--- config.mk ---
export PLATFORM = sky130hd
export DESIGN_NAME = pulse_threshold_peak_digitizer
export DESIGN_NICKNAME = d
export VERILOG_FILES = /design/src/ptpd_pkg.sv /design/src/ptpd_front.sv /design/src/ptpd_queue.sv /design/src/ptpd_back.sv /design/src/pulse_threshold_peak_digitizer.sv
export SDC_FILE = /design/constraint.sdc
export NUM_CORES = 2
export LEC_CHECK = 0
export BUFFER_PORTS_ARGS = -buffer_cell sky130_fd_sc_hd__buf_2
export CORE_MARGIN = 3
export CORE_UTILIZATION = 48
export CTS_CLUSTER_DIAMETER = 80
export DETAILED_ROUTE_END_ITERATION = 16
export HOLD_SLACK_MARGIN = 0.05
export PLACE_DENSITY = 0.71
export SYNTH_ARGS = -nofsm -noshare
export SYNTH_HDL_FRONTEND = slang
export SYNTH_SLANG_ARGS = --single-unit
--- constraint.sdc ---
create_clock -name clk -period 21.2 [get_ports clk]
set_input_delay 2.12 -clock clk [delete_from_list [all_inputs] [get_ports clk]]
set_output_delay 2.12 -clock clk [all_outputs]
set_load 0.1 [all_outputs]
--- src/ptpd_pkg.sv ---
// Shared widths, register map, reset values and types of the pulse digitizer.
package ptpd_pkg;

  localparam int unsigned CELL_W = 64;
  localparam int unsigned TIME_W = 24;
  localparam int unsigned SMP_W  = 16;
  localparam int unsigned AMP_W  = 17;
  localparam int unsigned TDC_W  = 40;

  localparam int unsigned THR_W  = 16;
  localparam int unsigned ADC_W  = 16;
  localparam int unsigned CYC_W  = 24;
  localparam int unsigned BPC_W  = 12;

  localparam int unsigned IN_DATA_W  = 104;
  localparam int unsigned OUT_DATA_W = 128;

  localparam int unsigned APB_ADDR_W = 4;
  localparam int unsigned APB_DATA_W = 32;

  localparam logic [1:0] REG_THRESHOLD = 2'd0;
  localparam logic [1:0] REG_ADC_LIMIT = 2'd1;
  localparam logic [1:0] REG_CYCLE_LEN = 2'd2;
  localparam logic [1:0] REG_BINS_CYC  = 2'd3;

  localparam logic [THR_W-1:0] THRESHOLD_RST = 16'd0;
  localparam logic [ADC_W-1:0] ADC_LIMIT_RST = 16'd4095;
  localparam logic [CYC_W-1:0] CYCLE_LEN_RST = 24'd1000;
  localparam logic [BPC_W-1:0] BINS_CYC_RST  = 12'd1024;

  typedef struct packed {
    logic signed [THR_W-1:0] threshold;
    logic [ADC_W-1:0]        adc_limit;
    logic [CYC_W-1:0]        cycle_length;
    logic [BPC_W-1:0]        bins_per_cycle;
  } cfg_t;

endpackage

--- src/ptpd_front.sv ---
// Per-sample pulse tracking: crossing detect, peak, bin counter; emits one job per hit pulse.
module ptpd_front #(
  parameter int MAX_SAMPLES = 256,
  parameter int SAMPLE_BITS = 16,
  parameter int BIN_W       = 8
) (
  input  logic                                clk,
  input  logic                                rst_n,
  input  ptpd_pkg::cfg_t                      cfg,
  input  logic                                in_valid,
  output logic                                in_ready,
  input  logic [ptpd_pkg::CELL_W-1:0]         in_cell,
  input  logic [ptpd_pkg::TIME_W-1:0]         in_ptime,
  input  logic [ptpd_pkg::SMP_W-1:0]          in_sample,
  input  logic                                in_last,
  output logic                                job_valid,
  input  logic                                job_ready,
  output logic [ptpd_pkg::CELL_W-1:0]         job_cell,
  output logic [ptpd_pkg::TIME_W-1:0]         job_ptime,
  output logic signed [ptpd_pkg::AMP_W-1:0]   job_amp,
  output logic [BIN_W-1:0]                    job_bin
);

  logic signed [SAMPLE_BITS-1:0]    prev_r, prev_nxt;
  logic signed [SAMPLE_BITS-1:0]    peak_r, peak_nxt;
  logic [BIN_W-1:0]                 bin_r, bin_nxt;
  logic                             seen_r, seen_nxt;
  logic [BIN_W-1:0]                 cbin_r, cbin_nxt;

  logic signed [SAMPLE_BITS-1:0]    smp_raw;
  logic signed [ptpd_pkg::SMP_W-1:0] smp_ext, prev_ext;
  logic signed [SAMPLE_BITS:0]      smp_wide, peak_wide;
  logic [SAMPLE_BITS:0]             mag_s, mag_p;
  logic                             hit, accept;
  logic signed [ptpd_pkg::AMP_W-1:0] peak17, negp, lim17;

  assign smp_raw  = in_sample[SAMPLE_BITS-1:0];
  assign smp_ext  = ptpd_pkg::SMP_W'(smp_raw);
  assign prev_ext = ptpd_pkg::SMP_W'(prev_r);
  assign hit      = (prev_ext >= cfg.threshold) && (smp_ext <= cfg.threshold);

  assign smp_wide  = (SAMPLE_BITS+1)'(smp_raw);
  assign peak_wide = (SAMPLE_BITS+1)'(peak_r);
  assign mag_s     = smp_raw[SAMPLE_BITS-1] ? unsigned'(-smp_wide) : unsigned'(smp_wide);
  assign mag_p     = peak_r[SAMPLE_BITS-1] ? unsigned'(-peak_wide) : unsigned'(peak_wide);

  assign in_ready = job_ready;
  assign accept   = in_valid && in_ready;

  always_comb begin
    seen_nxt = seen_r | hit;
    cbin_nxt = hit ? bin_r : cbin_r;
    peak_nxt = (mag_s > mag_p) ? smp_raw : peak_r;
    prev_nxt = smp_raw;
    bin_nxt  = (bin_r != BIN_W'(MAX_SAMPLES - 1)) ? bin_r + 1'b1 : bin_r;
  end

  // amplitude = min(adc_limit, -peak)
  assign peak17 = ptpd_pkg::AMP_W'(peak_nxt);
  assign negp   = -peak17;
  assign lim17  = signed'({1'b0, cfg.adc_limit});

  assign job_valid = accept && in_last && seen_nxt;
  assign job_cell  = in_cell;
  assign job_ptime = in_ptime;
  assign job_amp   = (negp > lim17) ? lim17 : negp;
  assign job_bin   = cbin_nxt;

  always_ff @(posedge clk) begin
    if (!rst_n) begin
      prev_r <= '0;
      peak_r <= '0;
      bin_r  <= '0;
      seen_r <= 1'b0;
      cbin_r <= '0;
    end else if (accept) begin
      if (in_last) begin
        prev_r <= '0;
        peak_r <= '0;
        bin_r  <= '0;
        seen_r <= 1'b0;
        cbin_r <= '0;
      end else begin
        prev_r <= prev_nxt;
        peak_r <= peak_nxt;
        bin_r  <= bin_nxt;
        seen_r <= seen_nxt;
        cbin_r <= cbin_nxt;
      end
    end
  end

  a_last_clears: assert property (@(posedge clk) disable iff (!rst_n)
    accept && in_last |=> (bin_r == '0) && !seen_r && (peak_r == '0))
    else $error("pulse state not cleared after final sample");

  a_bin_bound: assert property (@(posedge clk) disable iff (!rst_n)
    bin_r <= BIN_W'(MAX_SAMPLES - 1))
    else $error("bin counter past saturation");

  a_cbin_behind: assert property (@(posedge clk) disable iff (!rst_n)
    seen_r |-> (cbin_r < bin_r) || (bin_r == BIN_W'(MAX_SAMPLES - 1)))
    else $error("crossing bin ahead of bin counter");

endmodule

--- src/ptpd_queue.sv ---
// Short job queue between the sample front end and the timing back end.
module ptpd_queue #(
  parameter int W     = 8,
  parameter int DEPTH = 2
) (
  input  logic         clk,
  input  logic         rst_n,
  input  logic         push_valid,
  output logic         push_ready,
  input  logic [W-1:0] push_data,
  output logic         pop_valid,
  input  logic         pop_ready,
  output logic [W-1:0] pop_data
);

  localparam int PTR_W = (DEPTH > 1) ? $clog2(DEPTH) : 1;
  localparam int CNT_W = $clog2(DEPTH + 1);

  logic [W-1:0]     mem_r [DEPTH];
  logic [PTR_W-1:0] wr_ptr_r, rd_ptr_r;
  logic [CNT_W-1:0] count_r, count_nxt;
  logic             push, pop;

  assign push_ready = (count_r != CNT_W'(DEPTH));
  assign pop_valid  = (count_r != '0);
  assign pop_data   = mem_r[rd_ptr_r];
  assign push       = push_valid && push_ready;
  assign pop        = pop_valid && pop_ready;

  always_comb begin
    count_nxt = count_r;
    if (push && !pop) begin
      count_nxt = count_r + 1'b1;
    end else if (pop && !push) begin
      count_nxt = count_r - 1'b1;
    end
  end

  always_ff @(posedge clk) begin
    if (push) begin
      mem_r[wr_ptr_r] <= push_data;
    end
  end

  always_ff @(posedge clk) begin
    if (!rst_n) begin
      wr_ptr_r <= '0;
      rd_ptr_r <= '0;
      count_r  <= '0;
    end else begin
      count_r <= count_nxt;
      if (push) begin
        wr_ptr_r <= (wr_ptr_r == PTR_W'(DEPTH - 1)) ? '0 : wr_ptr_r + 1'b1;
      end
      if (pop) begin
        rd_ptr_r <= (rd_ptr_r == PTR_W'(DEPTH - 1)) ? '0 : rd_ptr_r + 1'b1;
      end
    end
  end

  a_count_bound: assert property (@(posedge clk) disable iff (!rst_n)
    count_r <= CNT_W'(DEPTH))
    else $error("queue count over depth");

  a_ptr_gap: assert property (@(posedge clk) disable iff (!rst_n)
    (count_r == '0) || (count_r == CNT_W'(DEPTH)) |-> wr_ptr_r == rd_ptr_r)
    else $error("queue pointers disagree with count");

  a_no_phantom_pop: assert property (@(posedge clk) disable iff (!rst_n)
    pop |-> count_r != '0)
    else $error("pop from empty queue");

endmodule

--- src/ptpd_back.sv ---
// Per-hit timing: serial divide of pulse time by cycle length, scale, add bin, output register.
module ptpd_back #(
  parameter int BIN_W = 8
) (
  input  logic                               clk,
  input  logic                               rst_n,
  input  ptpd_pkg::cfg_t                     cfg,
  input  logic                               job_valid,
  output logic                               job_ready,
  input  logic [ptpd_pkg::CELL_W-1:0]        job_cell,
  input  logic [ptpd_pkg::TIME_W-1:0]        job_ptime,
  input  logic signed [ptpd_pkg::AMP_W-1:0]  job_amp,
  input  logic [BIN_W-1:0]                   job_bin,
  output logic                               out_valid,
  input  logic                               out_ready,
  output logic [ptpd_pkg::CELL_W-1:0]        out_cell,
  output logic signed [ptpd_pkg::AMP_W-1:0]  out_amp,
  output logic [ptpd_pkg::TDC_W-1:0]         out_time
);

  localparam int TW    = ptpd_pkg::TIME_W;
  localparam int CNT_W = $clog2(TW);
  localparam int PRD_W = TW + ptpd_pkg::BPC_W;

  localparam logic [1:0] ST_IDLE = 2'd0;
  localparam logic [1:0] ST_DIV  = 2'd1;
  localparam logic [1:0] ST_MUL  = 2'd2;
  localparam logic [1:0] ST_OUT  = 2'd3;

  logic [1:0]                          state_r, state_nxt;
  logic [CNT_W-1:0]                    cnt_r;
  logic [ptpd_pkg::CELL_W-1:0]         cell_r;
  logic signed [ptpd_pkg::AMP_W-1:0]   amp_r;
  logic [BIN_W-1:0]                    bin_r;
  logic [TW-1:0]                       dvd_r;   // dividend in, quotient out
  logic [ptpd_pkg::CYC_W-1:0]          dvs_r;
  logic [TW-1:0]                       rem_r;
  logic [PRD_W-1:0]                    prod_r;
  logic                                out_valid_r;
  logic [ptpd_pkg::CELL_W-1:0]         out_cell_r;
  logic signed [ptpd_pkg::AMP_W-1:0]   out_amp_r;
  logic [ptpd_pkg::TDC_W-1:0]          out_time_r;

  logic [TW:0]                         rem_sh, dvs_ext;
  logic                                qbit;
  logic [TW:0]                         rem_diff;
  logic                                take, out_free;

  assign job_ready = (state_r == ST_IDLE);
  assign take      = job_valid && job_ready;
  assign out_free  = !out_valid_r || out_ready;

  assign rem_sh   = {rem_r, dvd_r[TW-1]};
  assign dvs_ext  = {1'b0, dvs_r};
  assign qbit     = (rem_sh >= dvs_ext);
  assign rem_diff = rem_sh - dvs_ext;

  always_comb begin
    state_nxt = state_r;
    case (state_r)
      ST_IDLE: if (take) state_nxt = ST_DIV;
      ST_DIV:  if (cnt_r == CNT_W'(TW - 1)) state_nxt = ST_MUL;
      ST_MUL:  state_nxt = ST_OUT;
      ST_OUT:  if (out_free) state_nxt = ST_IDLE;
      default: state_nxt = ST_IDLE;
    endcase
  end

  always_ff @(posedge clk) begin
    if (!rst_n) begin
      state_r     <= ST_IDLE;
      cnt_r       <= '0;
      out_valid_r <= 1'b0;
    end else begin
      state_r <= state_nxt;
      if (take) begin
        cnt_r <= '0;
      end else if (state_r == ST_DIV) begin
        cnt_r <= cnt_r + 1'b1;
      end
      if (state_r == ST_OUT && out_free) begin
        out_valid_r <= 1'b1;
      end else if (out_ready) begin
        out_valid_r <= 1'b0;
      end
    end
  end

  always_ff @(posedge clk) begin
    if (take) begin
      cell_r <= job_cell;
      amp_r  <= job_amp;
      bin_r  <= job_bin;
      dvd_r  <= job_ptime;
      rem_r  <= '0;
      // a cycle length of zero divides as one
      dvs_r  <= (cfg.cycle_length == '0) ? ptpd_pkg::CYC_W'(1) : cfg.cycle_length;
    end else if (state_r == ST_DIV) begin
      rem_r <= qbit ? rem_diff[TW-1:0] : rem_sh[TW-1:0];
      dvd_r <= {dvd_r[TW-2:0], qbit};
    end
    if (state_r == ST_MUL) begin
      prod_r <= PRD_W'(dvd_r) * PRD_W'(cfg.bins_per_cycle);
    end
    // product fits 36 bits, so the 40-bit sum never reaches saturation
    if (state_r == ST_OUT && out_free) begin
      out_cell_r <= cell_r;
      out_amp_r  <= amp_r;
      out_time_r <= ptpd_pkg::TDC_W'(prod_r) + ptpd_pkg::TDC_W'(bin_r);
    end
  end

  assign out_valid = out_valid_r;
  assign out_cell  = out_cell_r;
  assign out_amp   = out_amp_r;
  assign out_time  = out_time_r;

  a_pop_idle: assert property (@(posedge clk) disable iff (!rst_n)
    take |=> state_r == ST_DIV && cnt_r == '0)
    else $error("job taken without starting divide");

  a_div_bound: assert property (@(posedge clk) disable iff (!rst_n)
    state_r == ST_DIV |-> cnt_r <= CNT_W'(TW - 1))
    else $error("divide step count overrun");

  a_mul_after_div: assert property (@(posedge clk) disable iff (!rst_n)
    state_r == ST_MUL |-> $past(state_r) == ST_DIV)
    else $error("multiply entered without divide");

  a_out_load: assert property (@(posedge clk) disable iff (!rst_n)
    state_r == ST_OUT && out_free |=> out_valid_r && state_r == ST_IDLE)
    else $error("result not presented after scaling");

endmodule

--- src/pulse_threshold_peak_digitizer.sv ---
// Top level: APB register bank, stream ports, front end, job queue and timing back end.
// Samples are taken one per cycle; in_tready drops only while the two-entry job queue is full.
// A pulse with a crossing gives its result after its final sample is taken, passing through
//   the job queue, the serial time divider, one multiply and the output register load.
// The back end holds one hit at a time and takes the next job only once its result is loaded.
// Synchronous active-low reset clears the registers to defaults and all pulse and queue state.
module pulse_threshold_peak_digitizer #(
  parameter int MAX_SAMPLES = 256,
  parameter int SAMPLE_BITS = 16
) (
  input  logic                                clk,
  input  logic                                rst_n,
  input  logic                                in_tvalid,
  output logic                                in_tready,
  input  logic [ptpd_pkg::IN_DATA_W-1:0]      in_tdata,   // cell_id[63:0], pulse_time[87:64], sample[103:88]
  input  logic                                in_tlast,
  output logic                                out_tvalid,
  input  logic                                out_tready,
  output logic [ptpd_pkg::OUT_DATA_W-1:0]     out_tdata,  // hit_cell[63:0], amplitude[80:64], crossing_time[120:81]
  input  logic                                cfg_psel,
  input  logic                                cfg_penable,
  input  logic                                cfg_pwrite,
  input  logic [ptpd_pkg::APB_ADDR_W-1:0]     cfg_paddr,
  input  logic [ptpd_pkg::APB_DATA_W-1:0]     cfg_pwdata,
  output logic [ptpd_pkg::APB_DATA_W-1:0]     cfg_prdata,
  output logic                                cfg_pready
);

  localparam int BIN_W       = (MAX_SAMPLES > 2) ? $clog2(MAX_SAMPLES) : 1;
  localparam int QUEUE_DEPTH = 2;
  localparam int JOB_W       = ptpd_pkg::CELL_W + ptpd_pkg::TIME_W + ptpd_pkg::AMP_W + BIN_W;
  localparam int PAD_W       = ptpd_pkg::OUT_DATA_W - ptpd_pkg::CELL_W - ptpd_pkg::AMP_W
                               - ptpd_pkg::TDC_W;

  ptpd_pkg::cfg_t cfg_r;
  logic           wr_en;
  logic [1:0]     reg_sel;

  assign cfg_pready = 1'b1;
  assign wr_en      = cfg_psel && cfg_penable && cfg_pwrite && cfg_pready;
  assign reg_sel    = cfg_paddr[3:2];

  always_ff @(posedge clk) begin
    if (!rst_n) begin
      cfg_r.threshold      <= ptpd_pkg::THRESHOLD_RST;
      cfg_r.adc_limit      <= ptpd_pkg::ADC_LIMIT_RST;
      cfg_r.cycle_length   <= ptpd_pkg::CYCLE_LEN_RST;
      cfg_r.bins_per_cycle <= ptpd_pkg::BINS_CYC_RST;
    end else if (wr_en) begin
      case (reg_sel)
        ptpd_pkg::REG_THRESHOLD: cfg_r.threshold      <= cfg_pwdata[ptpd_pkg::THR_W-1:0];
        ptpd_pkg::REG_ADC_LIMIT: cfg_r.adc_limit      <= cfg_pwdata[ptpd_pkg::ADC_W-1:0];
        ptpd_pkg::REG_CYCLE_LEN: cfg_r.cycle_length   <= cfg_pwdata[ptpd_pkg::CYC_W-1:0];
        ptpd_pkg::REG_BINS_CYC:  cfg_r.bins_per_cycle <= cfg_pwdata[ptpd_pkg::BPC_W-1:0];
        default: ;
      endcase
    end
  end

  always_comb begin
    case (reg_sel)
      ptpd_pkg::REG_THRESHOLD: cfg_prdata = ptpd_pkg::APB_DATA_W'(cfg_r.threshold);
      ptpd_pkg::REG_ADC_LIMIT: cfg_prdata = ptpd_pkg::APB_DATA_W'(cfg_r.adc_limit);
      ptpd_pkg::REG_CYCLE_LEN: cfg_prdata = ptpd_pkg::APB_DATA_W'(cfg_r.cycle_length);
      ptpd_pkg::REG_BINS_CYC:  cfg_prdata = ptpd_pkg::APB_DATA_W'(cfg_r.bins_per_cycle);
      default:                 cfg_prdata = '0;
    endcase
  end

  logic                               fj_valid, fj_ready;
  logic [ptpd_pkg::CELL_W-1:0]        fj_cell, bj_cell, o_cell;
  logic [ptpd_pkg::TIME_W-1:0]        fj_ptime, bj_ptime;
  logic signed [ptpd_pkg::AMP_W-1:0]  fj_amp, bj_amp, o_amp;
  logic [BIN_W-1:0]                   fj_bin, bj_bin;
  logic                               bj_valid, bj_ready;
  logic [JOB_W-1:0]                   bj_data;
  logic [ptpd_pkg::TDC_W-1:0]         o_time;

  ptpd_front #(
    .MAX_SAMPLES (MAX_SAMPLES),
    .SAMPLE_BITS (SAMPLE_BITS),
    .BIN_W       (BIN_W)
  ) u_front (
    .clk       (clk),
    .rst_n     (rst_n),
    .cfg       (cfg_r),
    .in_valid  (in_tvalid),
    .in_ready  (in_tready),
    .in_cell   (in_tdata[63:0]),
    .in_ptime  (in_tdata[87:64]),
    .in_sample (in_tdata[103:88]),
    .in_last   (in_tlast),
    .job_valid (fj_valid),
    .job_ready (fj_ready),
    .job_cell  (fj_cell),
    .job_ptime (fj_ptime),
    .job_amp   (fj_amp),
    .job_bin   (fj_bin)
  );

  ptpd_queue #(
    .W     (JOB_W),
    .DEPTH (QUEUE_DEPTH)
  ) u_queue (
    .clk        (clk),
    .rst_n      (rst_n),
    .push_valid (fj_valid),
    .push_ready (fj_ready),
    .push_data  ({fj_bin, fj_amp, fj_ptime, fj_cell}),
    .pop_valid  (bj_valid),
    .pop_ready  (bj_ready),
    .pop_data   (bj_data)
  );

  assign {bj_bin, bj_amp, bj_ptime, bj_cell} = bj_data;

  ptpd_back #(
    .BIN_W (BIN_W)
  ) u_back (
    .clk       (clk),
    .rst_n     (rst_n),
    .cfg       (cfg_r),
    .job_valid (bj_valid),
    .job_ready (bj_ready),
    .job_cell  (bj_cell),
    .job_ptime (bj_ptime),
    .job_amp   (bj_amp),
    .job_bin   (bj_bin),
    .out_valid (out_tvalid),
    .out_ready (out_tready),
    .out_cell  (o_cell),
    .out_amp   (o_amp),
    .out_time  (o_time)
  );

  assign out_tdata = {{PAD_W{1'b0}}, o_time, o_amp, o_cell};

endmodule

[After elaboration in Yosys (flattened, before gate mapping)]
Memories as Yosys holds them, arrays and structs flattened. A register that Yosys moved wholly into a read port is not among the register bits.
Cells that the tools add are included.
Word-level totals
  flip-flop bits (word level): 447
  latch bits: 0
  bits in writable memories: 226
  memory bits (read-only): 0
  bits of input ports: 148
  output and inout port bits: 163
  memories: 1
Operators by class
  add/sub/neg operators: 11
  multipliers: 1
  divide/modulo/power cells: 0
  magnitude comparators: 5
  equal/unequal tests: 12
  shift operators: 0
  mux-type cells: 29
  bitwise operators: 2
  reduce and logical (&&, ||, !) cells: 30
Memories
  u_queue.mem_r: depth 2, bits a word 113, rd ports 1, clocked after memory_dff 1, write ports 1, line ptpd_queue.sv:19  | logic [W-1:0] mem_r [DEPTH];
Operators with widths (count)
  32-bit one-hot mux with 4 select lines: 1
  24-bit 2-to-1 mux: 3
  17-bit 2-to-1 mux: 3
  16-bit negator with 17-bit output: 3
  16-bit 2-to-1 mux: 3
  36-bit by 8-bit adder with 37-bit output: 1
  24-bit by 12-bit multiplier with 36-bit output: 1
  17-bit > comparator: 2
  8-bit 2-to-1 mux: 4
  25-bit by 24-bit >= comparator with 1-bit output: 1
  24-bit logical NOT: 1
  24-bit subtractor: 1
  16-bit >= comparator: 1
  16-bit <= comparator: 1
  1-bit logical AND: 11
  2-bit 2-to-1 mux: 5
  2-bit AND reduction: 5
  2-bit nonzero test: 5
  1-bit 2-to-1 mux: 9
  8-bit by 1-bit adder with 8-bit output (second input constant): 1
  2-bit == test (second input constant): 4
  8-bit inequality test (second input constant): 1
  2-bit one-hot mux with 4 select lines: 1
  5-bit by 1-bit adder with 5-bit output (second input constant): 1
  14 further kinds: 21

[Depth between registers and ports, before layout]
  depth in word-level cells: 9
  mapped depth: 33
  gate-level depth less buffers: 29

[Cells and area by module]
From an unflattened synthesis, not the netlist that was laid out.
Second synthesis, totals
  cell total of the unflattened synthesis: 3418
  area, all modules: 39505.4 um2
By module, submodules not included
  ptpd_back: instances 1, cells each 1942, area an instance 21642.0 um2
  ptpd_queue: instances 1, cells each 376, area an instance 8689.6 um2
  ptpd_front: instances 1, cells each 760, area an instance 5876.9 um2
  pulse_threshold_peak_digitizer: instances 1, cells each 340, area an instance 3296.9 um2

[Worst setup path before layout]
OpenSTA, ideal clock, no wires.
  path kind: input port to flip-flop
  start: input in_tdata[97] (netlist name)
  end: memory u_queue.mem_r[0][0] (netlist name), enable pin
  data arrival time: 8911 ps
  required time: 20600 ps
  slack: 11689 ps
  cell stages on the path: 10
  path buffers: 0
  cells stage by stage: ha_1 -> a21o_1 -> a21o_1 -> a21oi_1 -> nor2_1 -> o41ai_1 -> and2_1 -> a21bo_2 -> a21oi_1 -> nor2b_1
Between the ends
  longest elaborated chain between the ends: 7
RTL lines
  start: declaration: line pulse_threshold_peak_digitizer.sv:15  | input logic [ptpd_pkg::IN_DATA_W-1:0] in_tdata,
  16-bit <= comparator: line ptpd_front.sv:40  | assign hit = (prev_ext >= cfg.threshold) && (smp_ext <= cfg.threshold);
  1-bit logical AND: line ptpd_front.sv:40
  1-bit OR: line ptpd_front.sv:51  | seen_nxt = seen_r | hit;
  1-bit logical AND: line ptpd_front.sv:63  | assign job_valid = accept && in_last && seen_nxt;
  1-bit logical AND: line ptpd_queue.sv:27  | assign push = push_valid && push_ready;
  named net u_queue.push: line ptpd_queue.sv:22  | logic push, pop;
  1-bit 2-to-1 mux: line ptpd_queue.sv:40  | if (push) begin
  1-bit 2-to-1 mux (not written as such): line ptpd_queue.sv:41  | mem_r[wr_ptr_r] <= push_data;
  end: declaration: line ptpd_queue.sv:19
The timed path passes the listed nets, and every way through them passes these cells.

[Worst setup path after layout]
  start: input in_tdata[92] (netlist name)
  end: memory u_queue.mem_r[1][89] (netlist name) (data pin)
Between the ends
  longest elaborated chain between the ends: 7
RTL lines
  16-bit negator with 17-bit output: line ptpd_front.sv:44  | assign mag_s = smp_raw[SAMPLE_BITS-1] ? unsigned'(-smp_wide) : unsigned'(smp_wide);
  17-bit 2-to-1 mux: line ptpd_front.sv:44
  17-bit > comparator: line ptpd_front.sv:53  | peak_nxt = (mag_s > mag_p) ? smp_raw : peak_r;
  16-bit 2-to-1 mux (*): line ptpd_front.sv:53
  16-bit negator with 17-bit output (*): line ptpd_front.sv:60  | assign negp = -peak17;
  17-bit > comparator: line ptpd_front.sv:66  | assign job_amp = (negp > lim17) ? lim17 : negp;
  17-bit 2-to-1 mux (*): line ptpd_front.sv:66
  named net fj_amp (one bit): line pulse_threshold_peak_digitizer.sv:73  | logic signed [ptpd_pkg::AMP_W-1:0] fj_amp, bj_amp, o_amp;
Mark *: on every way through the listed nets, which the timed path passes. The rest lies on a longest branch.

==> reports/metrics.yaml <==
grtUsageTotal_pct: 21.0
avgSynthCellArea_um2: 11.5
via_count: 24435
gr-total-overflow: 0
powerDensity_mw_per_mm2: 110
worst_hold_path_type: "register to register"
power_leakage_nw: 17.1
clock.fmax_mhz: 101
drv_cap: 0
synthCells: 3257
crit_top_cell: "ha_1"
ctsResizeCount: 0
r2r-start: "u_front.peak_r[2]"
first_pass_iters: 5
crit_path_max_fanout: 36
hold_viol: 0
peakVddDrop_mv: 0.0837
cts_made_buffers: 75
fp-row-count: 101
syn2layout_area_growth_pct: 12.2
cts_sinks: 671
fin_crit_sh_pct: 46.5
final_cell_mix: "edfxtp_1 (517), nand2_1 (465), inv_1 (291)"
clk_pin_slew_ps: 60
synth-main-ff-cell: "edfxtp_1"
fill_cells: 6476
r2r_setup_slack_ps: 12390
cts_setup_buffers: 0
tightestPinTransition_ps: 1240
ys_ff_latch: 671
cts_buffer_depth: 3
design_area_mm2: 0.0421
rsz0062_at_grt: "no"
grt_first_pass_wirelength_um: 135000
crit_type: "input port to register"
ant_nets: 0
synthDistinctLibCells: 85
setup_viol_count_final: 0
antenna_found_initial: 5
die-area_mm2: 0.0815
io_buffer_count: 289
coreArea_mm2: 0.0767
layout-drive-gt1-share_pct: 16.4
rr_endpoint: "u_queue.mem_r[1][89]"
endpoint: "u_queue.mem_r[1][89]"
first_global_vias: 24489
ys_warn_count: 0
cts_tree: "built"
max_stage_delay_ps: 850
worstSetupStartpointType: "input port"
r2r.worst_path.cells: 27
io_pins: 311
die_h_um: 286
drt-vias-per-instance: 5.37
place.gp.congestion: 0.872
clk_latency_ps: 610
slew-limit-headroom_pct: 17.6
start_util_pct: 48.9
grt_start_max_net_pins: 74
root_buffer: "clkbuf_16"
required_ps: 21550
routed_wl_um: 85900
final_common_cell: "edfxtp_1"
synth_edf_count: 517
synth_area_mm2: 0.0375
critical_path.endpoint_type: "register"
dp_hpwl_um: 60700
ys_seq_area_share_pct: 49.6
htree_levels: 3
dpl_cell_area_mm2: 0.0396
drt_iter0_drc: 1688
wl_per_cell_um: 18.9
die_x_um: 286
critPathArrivalTime_ps: 10210
setup_tns_ps: 0
layout.nets: 4012
async_flop_share_pct: 0
worst_path_max_delay_cell: "a31oi_4"
startpoint: "in_tdata[92]"
period_minus_slack_ps: 9860
drv_slew: 0
cts_hold_buffers: 0
finalClockSkew_ps: 19.2
drcViolationCount: 0
status: "completed"
## power breakdown
group / switching (mW) / total (mW) / internal [mW]
combinational: 0.908 / 1.43 / 0.522
clock: 0.528 / 1.28 / 0.752
sequential: 0.207 / 1.93 / 1.72
## state kept, by name, indices dropped and copies added, names as in the netlist, 8 cells and up, named ones only
signal / cells
u_front.prev_ext: 16
u_front.peak_r: 16
u_back.bin_r: 8
u_back.out_amp: 17
cfg_r: 68
u_queue.mem_r: 226
u_front.bin_r: 8
u_back.dvd_r: 24
u_back.amp_r: 17
u_back.out_time: 37
u_back.prod_r: 36
u_back.rem_r: 24
u_back.dvs_r: 24
u_back.out_cell: 64
u_back.cell_r: 64
u_front.cbin_r: 8
## cells by family (layout without fill, tap and decap cells)
logic type	after synthesis	after routing	share of synthesized area, %
multiplexers	168	168	5.22
XOR/XNOR	133	133	3.11
adder cells (fa/ha/maj)	404	404	17.9
other	2	15	0.0200
buffers and inverters	486	738	5.10
AND/OR/NAND/NOR	955	955	11.9
AO/OA/AOI/OAI	438	438	7.09
flip-flops	671	671	49.6
## metrics by stage
| step | worst slack, ps | power [mW] | hold slack (ps) | utilization [%] | instances |
|---|---|---|---|---|---|
| after detailed placement | 10830 | 3.39 | 405 | 51.7 | 4413 |
| after CTS | 11450 | 4.68 | 411 | 54.9 | 4550 |
| after floorplan | 11690 | 3.02 | 400 | - | 3268 |
| final | 11340 | 4.64 | 411 | 54.9 | 4552 |
| after global placement | 10820 | 3.35 | 401 | 51.7 | 4413 |
| after global routing | 10770 | 4.92 | 415 | 54.9 | 4552 |
## per-layer routing
layer	wire length [um]	up-vias	track usage [%]
met4	2820	0	6.63
met2	40900	729	34.8
met5	0	-	0
met1	36300	12020	27.8
li1	-	11544	-
met3	5820	142	4.30
## how the worst min path moves through the flow
| stage | start | end | slack (ps) | depth (start not counted) |
|---|---|---|---|---|
| 5_1_grt | u_back.amp_r[10] | u_back.out_amp[10] | 420 | 0 |
| 3_3_place_gp | u_back.cell_r[6] | u_back.out_cell[6] | 400 | 0 |
| 4_1_cts | u_back.amp_r[10] | u_back.out_amp[10] | 410 | 0 |
| 2_1_floorplan | u_back.amp_r[0] | u_back.out_amp[0] | 400 | 0 |
| 6_report | u_back.amp_r[10] | u_back.out_amp[10] | 410 | 0 |
| 3_5_place_dp | u_back.cell_r[19] | u_back.out_cell[19] | 400 | 0 |
## worst max-delay path, delay by kind of cell
family | cells | cell delay, ps
simple gates | 12 | 3290
fa+ha+maj | 3 | 1050
mux | 2 | 650
compound gates | 6 | 2480
buf+inv | 2 | 310
xor+xnor | 2 | 260
## area by class of cell
type                       count  area [um^2]  area share (%)
antenna                        2         5.00          0.0119
sequential                   671        18600            44.2
inverter                     293         1100            2.62
clock inverter                46          440            1.05
multi-input combinational   2111        17100            40.5
tap                         1030         1290            3.06
timing repair buffer         308         1590            3.78
clock buffer                  91         2000            4.75
## cell usage after synthesis (all sizes together) (6+ instances only)
cell type    n  area share (%)
buf         43            0.67
fa         222              12
edfxtp     517              41
nor4        15            0.35
xnor2       72             1.7
a22oi       16            0.32
a21o        33            0.66
dfxtp      154             8.2
nand2b      20            0.33
nand4       16            0.27
nand3       64            0.85
nor2b       18            0.30
mux2       101             3.0
and3        37            0.62
nor2       141             1.5
clkbuf     150             1.5
nor3        29            0.40
o21a        17            0.34
o211ai      18            0.36
o31ai        6            0.12
a211oi       8            0.17
o21ai       98             1.3
inv        293             2.9
ha         182             6.1
nor3b        7            0.15
and2        96             1.6
nand3b       8            0.16
mux4        12            0.72
xor2        61             1.4
mux2i       55             1.5
nand2      468             4.7
o21bai       8            0.16
a21oi      183             2.5
or3         17            0.30
a31oi       13            0.26
(Power assumes the default switching activity.)
